--- config.mk ---
export PLATFORM = sky130hd
export DESIGN_NAME = ttpwa_ram
export DESIGN_NICKNAME = d
export VERILOG_FILES = /design/src/rtl/ttpwa_ram.sv
export SDC_FILE = /design/constraint.sdc
export NUM_CORES = 1
export LEC_CHECK = 0
export ABC_AREA = 0
export BUFFER_PORTS_ARGS = -buffer_cell sky130_fd_sc_hd__buf_2
export CORE_MARGIN = 5
export CORE_UTILIZATION = 58
export DETAILED_ROUTE_END_ITERATION = 10
export PLACE_DENSITY = 0.75
export SLEW_MARGIN = 20
export SYNTH_ARGS = -nofsm -noshare
export SYNTH_HDL_FRONTEND = slang
export SYNTH_SLANG_ARGS = --single-unit
export TNS_END_PERCENT = 50
--- constraint.sdc ---
create_clock -name i_clk -period 4.35 [get_ports i_clk]
set_clock_uncertainty 0.15 [all_clocks]
set_input_delay 0.435 -clock i_clk [delete_from_list [all_inputs] [get_ports i_clk]]
set_output_delay 0.435 -clock i_clk [all_outputs]
set_load 0.05 [all_outputs]
--- src/rtl/ttpwa_ram.sv ---
// Generic simple dual-port RAM with one write port and a registered read port.
module ttpwa_ram #(
    parameter int WIDTH = 8,
    parameter int DEPTH = 16
) (
    input  logic                     i_clk,
    input  logic                     i_we,
    input  logic [$clog2(DEPTH)-1:0] i_waddr,
    input  logic [WIDTH-1:0]         i_wdata,
    input  logic [$clog2(DEPTH)-1:0] i_raddr,
    output logic [WIDTH-1:0]         o_rdata
);

    logic [WIDTH-1:0] r_mem [DEPTH];
    logic [WIDTH-1:0] r_rdata;

    always_ff @(posedge i_clk) begin
        if (i_we) begin
            r_mem[i_waddr] <= i_wdata;
        end
        r_rdata <= r_mem[i_raddr];
    end

    assign o_rdata = r_rdata;

endmodule

* After elaboration in Yosys (flattened, before gate mapping) *
Memories as Yosys holds them, arrays and structs flattened. A register that Yosys moved wholly into a read port is not among the register bits.
Index checks and enable logic that the tools add are counted.

storage, ports and cells
  bits in registers = 0
  bits in writable memories = 128
  input bits = 18
  memories = 1

operators by class
  muxes and demuxes = 2

memories
  name   words  bits a word  read ports  clocked after Yosys merged registers in  write ports  line  text
  r_mem  16     8            1           1                                        1            14    logic [WIDTH-1:0] r_mem [DEPTH];

operators by type and width
  kind     number
  $mux W1  2

* Depth between registers and ports, before layout *
Gate-level depths: netlist of the first run.

  depth after elaboration = 2
  gate-level depth with buffers = 5

* Least setup slack after synthesis of the first run *
No wires, ideal clock.

  path type = input-to-reg
  start = input port i_waddr[2]
  end = memory r_mem[0][0], enable pin
  arrival = 1545 ps
  path slack = 2272 ps
  cell stages on the path = 2
  cells stage by stage = or3b_2 nor3_1

RTL lines
  element      line  text
  from (decl)  8     input logic [$clog2(DEPTH)-1:0] i_waddr,
  to (decl)    14

Straight into the memory's write port.

==> metrics.txt, run 1 <==
main combinational cell family by area after synthesis=multiplexers; Unique masters post-synth=19; Fillers=551; Post-synth EDFFs=128; number of placed cells counting well taps=353; flip-flop and latch count after synthesis=136; number of design rule violations left after detail routing=0; total power consumption of the routed design=3.03 mW; adder-cell area share of the yosys netlist=0; transition time of the tightest slew-check pin=1020 ps; CTS tree=done; TritonCTS sink count=136; time the final worst path needs with I/O delays and setup=2070 ps; critical hold path startpoint=i_wdata[7]; cell row count=34; average wire per standard cell=25.4 um; WP data required=4580 ps; xor/xnor cell area share of the yosys netlist=0; hold endpoint=r_mem[4][7]; Worst Setup Start Kind=input port; vias per std cell=6.26; maximum clock insertion buffer count=2; Total Routing Usage GR=0.190; count of cells along the worst register-to-register path=3; total power density per cell area=512 nW/um^2; share of layout cells above drive strength 1=0.282; DRT antenna net count=0; maximum operating frequency=484 MHz; Initial Util=0.593; count of cells along the worst hold path=1; Hold WS=150 ps; fin cells=385; VDD IR max=0.000339 V; Arr. time, crit path=2300 ps; Final Cycle Share=0.475; Syn Inst Count=229; Synthesized Nets=247; Port-buffer cells=25; worst relative slew slack=0.318; Final GP Congestion=0.751; half-perimeter wire length after placement=5.59 mm; number of maximum-capacitance constraint violations=0; Iteration-0 DRC Markers=206; sequential cell area in the final layout=4000 um^2; total count of max-transition violations in the final report=0; sequential-to-total area share from yosys stat=0.778; Warnings, synthesis=0; root buffer cell=sky130_fd_sc_hd__clkbuf_8; CP Class=in -> reg; number of I/O pins=26; unrepaired setup endpoints after global routing=false; count of instances resized after the clock tree is built=0; number of global-route vias before repair=2527; detailed-router iteration count before antenna repair=5; fraction of the mapped netlist area in compound gates=0.0233; startpoint of the most critical register-to-register path=r_mem[0][0]; most instantiated flip-flop cell in the synthesis netlist=sky130_fd_sc_hd__edfxtp_1; Min-Delay Path Class=in -> reg; Async S/R FF share, synth=0; FF-to-FF End=o_rdata[0]; share of the synthesized area in the top cell type=0.747; largest cells by area after synthesis=sky130_fd_sc_hd__edfxtp_1 (75%), sky130_fd_sc_hd__mux4_2 (7.9%), sky130_fd_sc_hd__mux4_1 (7.1%); syn avg cell area=22.5 um^2; final-report setup violation count=0; result of the run=completed; latest clock arrival within the worst-skew pair=510 ps; Die Y=104 um; most frequent cells after synthesis=sky130_fd_sc_hd__edfxtp_1 (128), sky130_fd_sc_hd__mux4_2 (18), sky130_fd_sc_hd__a22oi_1 (16), sky130_fd_sc_hd__mux4_1 (14), sky130_fd_sc_hd__nor2_1 (13); horizontal die dimension=104 um; core box area=8680 um^2; Area growth syn-to-layout=15.2%; antenna violations before repair=0; largest net degree at the start of global routing=33; multi-input gate area in the final layout=1070 um^2; clock buffer count from CTS=17; full die area=10900 um^2; accumulated negative setup slack=0 ps; Synth Area in Simple Gates=0.0318; Register-to-Register Setup Slack=2780 ps; overflow left after global routing=0; utilization of the core after routing=0.683; largest area contributor in the netlist=sky130_fd_sc_hd__edfxtp_1; Total Routed Length=9.77 mm; diodes inserted=0; Critical Path Fanout Max=32; endpoint kind of the worst setup timing path=register; count of final hold-check violations=0; static leakage power=1.98 nW; Post-Syn Area=5150 um^2; Final Net Count=282; cts-stage hold buffer count=0; first-pass GRT wire length=15.1 mm; proportion of synthesized area in mux cells=0.150; clock slew at the register clock pins of the worst setup and hold paths=60 ps; vias after detailed routing=2409; CTS HTree Levels=4; cell with the most instances after synthesis=sky130_fd_sc_hd__edfxtp_1; Post-CTS Repair Setup Buffers=0
flip-flops by register name, summed over array words and instances, names as in the netlist:
name / flops
o_rdata: 8
r_mem: 128
metrics by stage:
step | setup WS [ps] | instance area, um^2
after CTS | 2270 | 5930
after global routing | 2190 | 5930
after floorplan | 2270 | 5150
after global placement | 1750 | 5340
after detailed placement | 1760 | 5340
final | 2280 | 5930
where the power goes:
part	switching, mW	total [mW]	internal (mW)	leakage [nW]
Combinational	0.105	0.157	0.0524	0.479
Sequential	0.00935	1.47	1.47	1.22
Clock	0.519	1.40	0.882	0.281
cell families after synthesis:
group	after synthesis
compound gates	16
simple gates	35
mux	32
flops	136
buf+inv	10
layout make-up:
cell class / instances / share of cell area
clock inverter: 13 / 0.0260
sequential: 136 / 0.675
clock buffer: 19 / 0.0728
tap: 108 / 0.0228
multi-input combinational: 83 / 0.181
timing repair buffer: 26 / 0.0224
metal layers:
metal	track usage	share of wire
met1	0.265	0.44
met2	0.300	0.50
met3	0.0478	0.055
met4	0.0574	0.0093
met5	0	0
how the worst max path moves through the flow:
| stage | from | end | slack (ps) | cells after the start |
|---|---|---|---|---|
| 2_1_floorplan | i_waddr[2] | r_mem[0][0] | 2270 | 2 |
| 5_1_grt | i_raddr[0] | o_rdata[4] | 2190 | 4 |
| 3_5_place_dp | i_raddr[0] | o_rdata[4] | 1760 | 4 |
| 4_1_cts | i_raddr[0] | o_rdata[4] | 2270 | 4 |
| 6_report | i_raddr[0] | o_rdata[4] | 2280 | 4 |
| 3_3_place_gp | i_raddr[0] | o_rdata[4] | 1750 | 4 |
layout by cell type, fill, tap and decap left out:
cell	synthesis	routed
sky130_fd_sc_hd__a22oi_1	16	16
sky130_fd_sc_hd__and2_1	1	1
sky130_fd_sc_hd__and2b_1	1	1
sky130_fd_sc_hd__buf_2	3	25
sky130_fd_sc_hd__buf_4	1	1
sky130_fd_sc_hd__bufinv_16	0	3
sky130_fd_sc_hd__clkbuf_1	0	1
sky130_fd_sc_hd__clkbuf_16	0	16
sky130_fd_sc_hd__clkbuf_8	0	2
sky130_fd_sc_hd__clkinv_1	0	1
sky130_fd_sc_hd__clkinv_2	0	4
sky130_fd_sc_hd__clkinv_4	0	2
sky130_fd_sc_hd__clkinvlp_4	0	3
sky130_fd_sc_hd__dfxtp_1	8	8
sky130_fd_sc_hd__edfxtp_1	128	128
sky130_fd_sc_hd__mux4_1	14	14
sky130_fd_sc_hd__mux4_2	18	18
sky130_fd_sc_hd__nand2_1	9	9
sky130_fd_sc_hd__nand2b_1	2	2
sky130_fd_sc_hd__nand3_1	1	1
sky130_fd_sc_hd__nand3b_1	2	2
sky130_fd_sc_hd__nor2_1	13	13
sky130_fd_sc_hd__nor2b_1	1	1
sky130_fd_sc_hd__nor3_1	4	1
sky130_fd_sc_hd__nor3_2	0	3
sky130_fd_sc_hd__or3b_2	1	1
critical path, cell delays in order:
cell and delay [ps]:
sky130_fd_sc_hd__buf_2 760, sky130_fd_sc_hd__mux4_1 670, sky130_fd_sc_hd__a22oi_1 320, sky130_fd_sc_hd__nand2_1 100
Note: power is estimated with default switching activity, not from simulation.
==> run 2: changes to the inputs <==
- ABC_AREA: 0 -> 1
- clock period: 4.35 -> 2.1 ns (I/O delays scaled with it)
==> metrics.txt, run 2 <==
result of the run=completed; DRT antenna net count=0 (unchanged); number of I/O pins=26 (unchanged); root buffer cell=sky130_fd_sc_hd__clkbuf_8; worst relative slew slack=0.542 (+0.224); Biggest register=r_mem; main combinational cell family by area after synthesis=simple AND/OR/NAND/NOR gates; total power consumption of the routed design=6.35 mW (+110%); Initial Util=0.593 (about the same); proportion of synthesized area in mux cells=0 (-0.150); Post-synth EDFFs=128 (unchanged); fraction of the mapped netlist area in compound gates=0 (-0.0233); dominant delay contributor by cell family on the critical path=buffers and inverters; utilization of the core after routing=0.691 (+0.00824); endpoint kind of the worst setup timing path=register; commonest non-fill, non-tap cells in the layout=sky130_fd_sc_hd__nand2_1 (173), sky130_fd_sc_hd__edfxtp_1 (128), sky130_fd_sc_hd__inv_1 (100), sky130_fd_sc_hd__nand3_1 (97), sky130_fd_sc_hd__buf_2 (25); largest cells by area after synthesis=sky130_fd_sc_hd__edfxtp_1 (67%), sky130_fd_sc_hd__nand2_1 (11%), sky130_fd_sc_hd__nand3_1 (8.4%); total power density per cell area=944 nW/um^2 (+85%); static leakage power=2.92 nW (+47%); Post-Syn Area=5770 um^2 (+12%); most frequent cells after synthesis=sky130_fd_sc_hd__nand2_1 (173), sky130_fd_sc_hd__edfxtp_1 (128), sky130_fd_sc_hd__inv_1 (100), sky130_fd_sc_hd__nand3_1 (97), sky130_fd_sc_hd__nor2_1 (17); count of final hold-check violations=0 (unchanged); xor/xnor cell area share of the yosys netlist=0 (unchanged); total count of max-transition violations in the final report=0 (unchanged); max reg flops=128 (unchanged); transition time of the tightest slew-check pin=684 ps (-338 ps); vias after detailed routing=4003 (+66%); clock buffer count from CTS=17 (unchanged); Min-Delay Path Class=in -> reg; Register-to-Register Setup Slack=410 ps (-2370 ps); Warnings, synthesis=0 (unchanged); adder-cell area share of the yosys netlist=0 (unchanged); half-perimeter wire length after placement=7.56 mm (+35%); CTS HTree Levels=4 (unchanged); Synthesized Nets=569 (+130%); number of placed cells counting well taps=703 (+99%); vias per std cell=5.37 (-14%); count of instances resized after the clock tree is built=0 (unchanged); antenna violations before repair=0 (unchanged); Total Routed Length=12.8 mm (+31%); Port-buffer cells=25 (unchanged); library cell appearing most often on the critical path=sky130_fd_sc_hd__dlygate4sd3_1; Async S/R FF share, synth=0 (unchanged); diodes inserted=0 (unchanged); CP Class=in -> reg; sequential-to-total area share from yosys stat=0.694 (-0.0835); number of maximum-capacitance constraint violations=0 (unchanged); flip-flop and latch count after synthesis=136 (unchanged); Unique masters post-synth=12 (-7); Final Cycle Share=0.805; TritonCTS sink count=136 (unchanged); Worst Setup Start Kind=input port; CTS tree=done; largest stage delay on the critical path=540 ps (-220 ps); leading cell type in the layout, fill and taps excluded=sky130_fd_sc_hd__nand2_1; maximum clock insertion buffer count=2 (unchanged); WP data required=2350 ps (-2230 ps); Synth Area in Simple Gates=0.210 (+0.179); Final GP Congestion=0.892 (+19%); horizontal die dimension=110 um (+5.3%); VDD IR max=0.000638 V (+88%); overflow left after global routing=0 (unchanged); cell at the slowest stage of the critical path=sky130_fd_sc_hd__dlygate4sd3_1; cell with the most instances after synthesis=sky130_fd_sc_hd__nand2_1; Total Routing Usage GR=0.234 (+0.0447); Arr. time, crit path=1950 ps (-350 ps); Iteration-0 DRC Markers=356 (+73%); accumulated negative setup slack=0 ps (unchanged); share of layout cells above drive strength 1=0.121 (-0.161); time the final worst path needs with I/O delays and setup=1690 ps; latest clock arrival within the worst-skew pair=520 ps (about the same); syn avg cell area=10.5 um^2 (-53%); detailed-router iteration count before antenna repair=5 (unchanged); first-pass GRT wire length=20.4 mm (+35%); number of global-route vias before repair=3953 (+56%); Critical Path Fanout Max=9 (-72%); final-report setup violation count=0 (unchanged); number of design rule violations left after detail routing=0 (unchanged); Buffers & Inverters on Critical Path=4 (+3); cells along the critical path=dlygate4sd3_1 > buf_2 > inv_1 > nand3_1 > nand2_1 > dlygate4sd3_1; full die area=12000 um^2 (+11%); Area growth syn-to-layout=16.7%; Die Y=110 um (+5.3%); most instantiated flip-flop cell in the synthesis netlist=sky130_fd_sc_hd__edfxtp_1; Placed Area=6050 um^2 (+13%); unrepaired setup endpoints after global routing=false; largest net degree at the start of global routing=65 (+97%); cell row count=36 (+5.9%); maximum operating frequency=591 MHz; largest area contributor in the netlist=sky130_fd_sc_hd__edfxtp_1; clock slew at the register clock pins of the worst setup and hold paths=60 ps (about the same); Syn Inst Count=551 (+140%); Final Net Count=617 (+120%); fin cells=745 (+94%); average wire per standard cell=17.2 um (-32%); share of the synthesized area in the top cell type=0.667 (-0.0802); core box area=9730 um^2 (+12%); post-route standard cell area excluding fillers=6730 um^2 (+13%)
run 2: cell count changes after synthesis, sizes merged, moves of 16 or more:
cell / change
a22oi: -16
nand2: +164
inv: +102
mux4: -32
nand3: +96
buf: +17
run 2: routing by layer:
layer | global-route usage | wire (um) | up-vias
met1 | 0.302 | 5000 | 1882
met2 | 0.384 | 6310 | 221
met5 | 0 | 0 | -
li1 | - | - | 1871
met3 | 0.0681 | 1220 | 29
met4 | 0.0784 | 308 | 0
run 2: area by class of cell:
| class | count | area (um^2) |
|---|---|---|
| Multi-Input combinational cell | 289 | 1210 |
| Inverter | 102 | 383 |
| Tap cell | 133 | 166 |
| Fill cell | 682 | 3000 |
| Sequential cell | 136 | 4000 |
| Timing Repair Buffer | 53 | 385 |
| Clock buffer | 18 | 418 |
| Clock inverter | 14 | 158 |
run 2: path summary, 6_finish.rpt:
kind	startpoint	cells after the start	endpoint
max	i_raddr[3]	6	o_rdata[7]
min	i_waddr[0]	3	r_mem[5][5]
max reg2reg	r_mem[1][7]	7	o_rdata[7]
min reg2reg	r_mem[9][2]	6	o_rdata[2]
run 2: worst register-to-register path, delay by kind of cell, from the launching register on:
family / cells / cell delay [ps]
AND/OR/NAND/NOR: 5 / 470
buffers and inverters: 2 / 600
flip-flops: 1 / 370
run 2: cells by family after synthesis:
logic type | after synthesis
DFF | 136
and+or+nand+nor | 289
buffers and inverters | 126
run 2: power breakdown:
group	switching, mW	internal [mW]	leakage (nW)
clock network	1.07	1.79	0.264
logic	0.318	0.122	1.44
registers	0.0196	3.04	1.22
run 2: through the flow:
stage,hold WS (ps),setup WS (ps)
detailed placement,443,492
global placement,429,506
finish,104,409
floorplan,159,789
CTS,66.0,416
global route,121,331
run 2: repair_timing:
| item | 4_1_cts | 5_1_grt |
|---|---|---|
| hold endpoints to repair | 136 | 0 |
| hold buffers | 10 | 0 |
| buffers inserted | 0 | 0 |
==> run 3: changes to the inputs <==
- clock period: 2.1 -> 1.7 ns (I/O delays scaled with it)
==> metrics.txt, run 3 (same netlist as run 2, synthesis figures left out) <==
Worst path depth=1 (-5); average wire per standard cell=16.3 um (-5.3%); dominant delay contributor by cell family on the critical path=flip-flops; Arr. time, crit path=1170 ps (-780 ps); CTS tree=done; startpoint of the most critical register-to-register path=r_mem[1][2]; number of placed cells counting well taps=713 (+1.4%); number of global-route vias before repair=3732 (-5.6%); accumulated negative setup slack=0 ps (unchanged); Min-Delay Path Class=in -> reg; overflow left after global routing=0 (unchanged); termination of the worst setup path=o_rdata[2]; commonest non-fill, non-tap cells in the layout=sky130_fd_sc_hd__nand2_1 (173), sky130_fd_sc_hd__edfxtp_1 (128), sky130_fd_sc_hd__inv_1 (100), sky130_fd_sc_hd__nand3_1 (97); antenna violations before repair=0 (unchanged); Fillers=687 (+0.73%); cell at the slowest stage of the critical path=sky130_fd_sc_hd__dfxtp_1; number of design rule violations left after detail routing=0 (unchanged); clock buffer count from CTS=17 (unchanged); cells along the critical path=buf_2; Biggest register=r_mem; Port-buffer cells=25 (unchanged); detailed-router iteration count before antenna repair=5 (unchanged); worst relative slew slack=0.740 (+0.198); time the final worst path needs with I/O delays and setup=1490 ps; Post-CTS Repair Setup Buffers=0 (unchanged); CTS HTree Levels=4 (unchanged); TritonCTS sink count=136 (unchanged); CP Class=reg -> out; launch point of the critical path=o_rdata[2]; Total Routed Length=12.3 mm (-4.0%); static leakage power=3.00 nW (+2.5%); leading cell type in the layout, fill and taps excluded=sky130_fd_sc_hd__nand2_1; number of maximum-capacitance constraint violations=0 (unchanged); FF-to-FF End=o_rdata[2]; full die area=12000 um^2 (unchanged); unrepaired setup endpoints after global routing=false; latest clock arrival within the worst-skew pair=520 ps (about the same); Worst Setup Start Kind=register; final-report setup violation count=0 (unchanged); largest stage delay on the critical path=360 ps (-180 ps); max reg flops=128 (unchanged); cell row count=36 (unchanged); half-perimeter wire length after placement=7.55 mm (-0.17%); total power density per cell area=1140 nW/um^2 (+21%); transition time of the tightest slew-check pin=390 ps (-294 ps); Die Y=110 um (unchanged); fin cells=755 (+1.3%); clock slew at the register clock pins of the worst setup and hold paths=60 ps (about the same); maximum operating frequency=672 MHz; Area growth syn-to-layout=18.0%; Buffers & Inverters on Critical Path=1 (-3); Critical Path Fanout Max=1 (-8); Final Cycle Share=0.875; vias per std cell=5.17 (-3.8%); diodes inserted=0 (unchanged); first-pass GRT wire length=19.5 mm (-4.5%); Iteration-0 DRC Markers=348 (-2.2%); core box area=9730 um^2 (unchanged); share of layout cells above drive strength 1=0.135 (+0.0141); Register-to-Register Setup Slack=550 ps (+140 ps); Final GP Congestion=0.837 (-6.2%); count of final hold-check violations=0 (unchanged); horizontal die dimension=110 um (unchanged); WP data required=1380 ps (-970 ps); endpoint kind of the worst setup timing path=output pin; root buffer cell=sky130_fd_sc_hd__clkbuf_8; result of the run=completed; DRT antenna net count=0 (unchanged); largest net degree at the start of global routing=65 (unchanged); maximum clock insertion buffer count=2 (unchanged); VDD IR max=0.000712 V (+12%); vias after detailed routing=3901 (-2.5%); count of cells along the worst register-to-register path=6 (-1); Final Net Count=627 (+1.6%); total count of max-transition violations in the final report=0 (unchanged); Initial Util=0.593 (unchanged); number of I/O pins=26 (unchanged); Total Routing Usage GR=0.226 (-0.00886)
[run 3: cell count changes in the layout (fill, tap and decap cells not counted), moves of 2 or more]
cell	before	now
sky130_fd_sc_hd__clkinv_1	2	0
sky130_fd_sc_hd__clkinv_2	3	6
sky130_fd_sc_hd__buf_4	16	25
sky130_fd_sc_hd__clkbuf_8	1	4
sky130_fd_sc_hd__clkinvlp_4	6	1
sky130_fd_sc_hd__clkbuf_1	1	3
[run 3: worst min-delay path by stage]
stage | cells after the start | slack (ps) | startpoint | end
2_1_floorplan | 0 | 120 | i_wdata[0] | r_mem[0][0]
3_3_place_gp | 3 | 390 | i_raddr[3] | o_rdata[2]
3_5_place_dp | 3 | 400 | i_raddr[3] | o_rdata[2]
4_1_cts | 5 | 20 | i_raddr[1] | o_rdata[2]
5_1_grt | 5 | 50 | i_raddr[1] | o_rdata[2]
6_report | 5 | 40 | i_raddr[1] | o_rdata[2]
[run 3: cell type report]
| class | count | area, um^2 | share of cell area |
|---|---|---|---|
| well taps | 133 | 166 | 0.0245 |
| repair buffers | 63 | 473 | 0.0695 |
| clock inverters | 9 | 97.6 | 0.0143 |
| flip-flops and latches | 136 | 4000 | 0.588 |
| multi-input cells | 289 | 1210 | 0.178 |
| clock buffers | 23 | 467 | 0.0686 |
| inverters | 102 | 383 | 0.0563 |
[run 3: power breakdown]
part / total [mW] / leakage, nW / switching [mW] / internal [mW]
registers: 3.77 / 1.22 / 0.0247 / 3.75
clock network: 3.46 / 0.281 / 1.27 / 2.19
logic: 0.545 / 1.49 / 0.384 / 0.160
[run 3: metrics by stage]
step	power, mW	worst slack [ps]	hold slack (ps)	utilization	cell area (um^2)
floorplan	4.18	429	119	-	5770
global placement	4.36	329	393	0.631	6140
detailed placement	4.37	292	401	0.631	6140
CTS	7.79	177	24.3	0.699	6800
global route	8.02	176	48.0	0.699	6800
finish	7.78	212	41.0	0.699	6800
[run 3: timing repair]
action                    in CTS  in global routing
hold buffers                  10                  0
resized for setup              0                  0
hold endpoints to repair     136                  0
[run 3: metal layers]
layer / global-route usage / vias to the layer above / routed length, um
li1: - / 1884 / -
met1: 0.302 / 1823 / 5130
met3: 0.0564 / 24 / 848
met2: 0.358 / 170 / 6080
met5: 0 / - / 0
met4: 0.0855 / 0 / 262
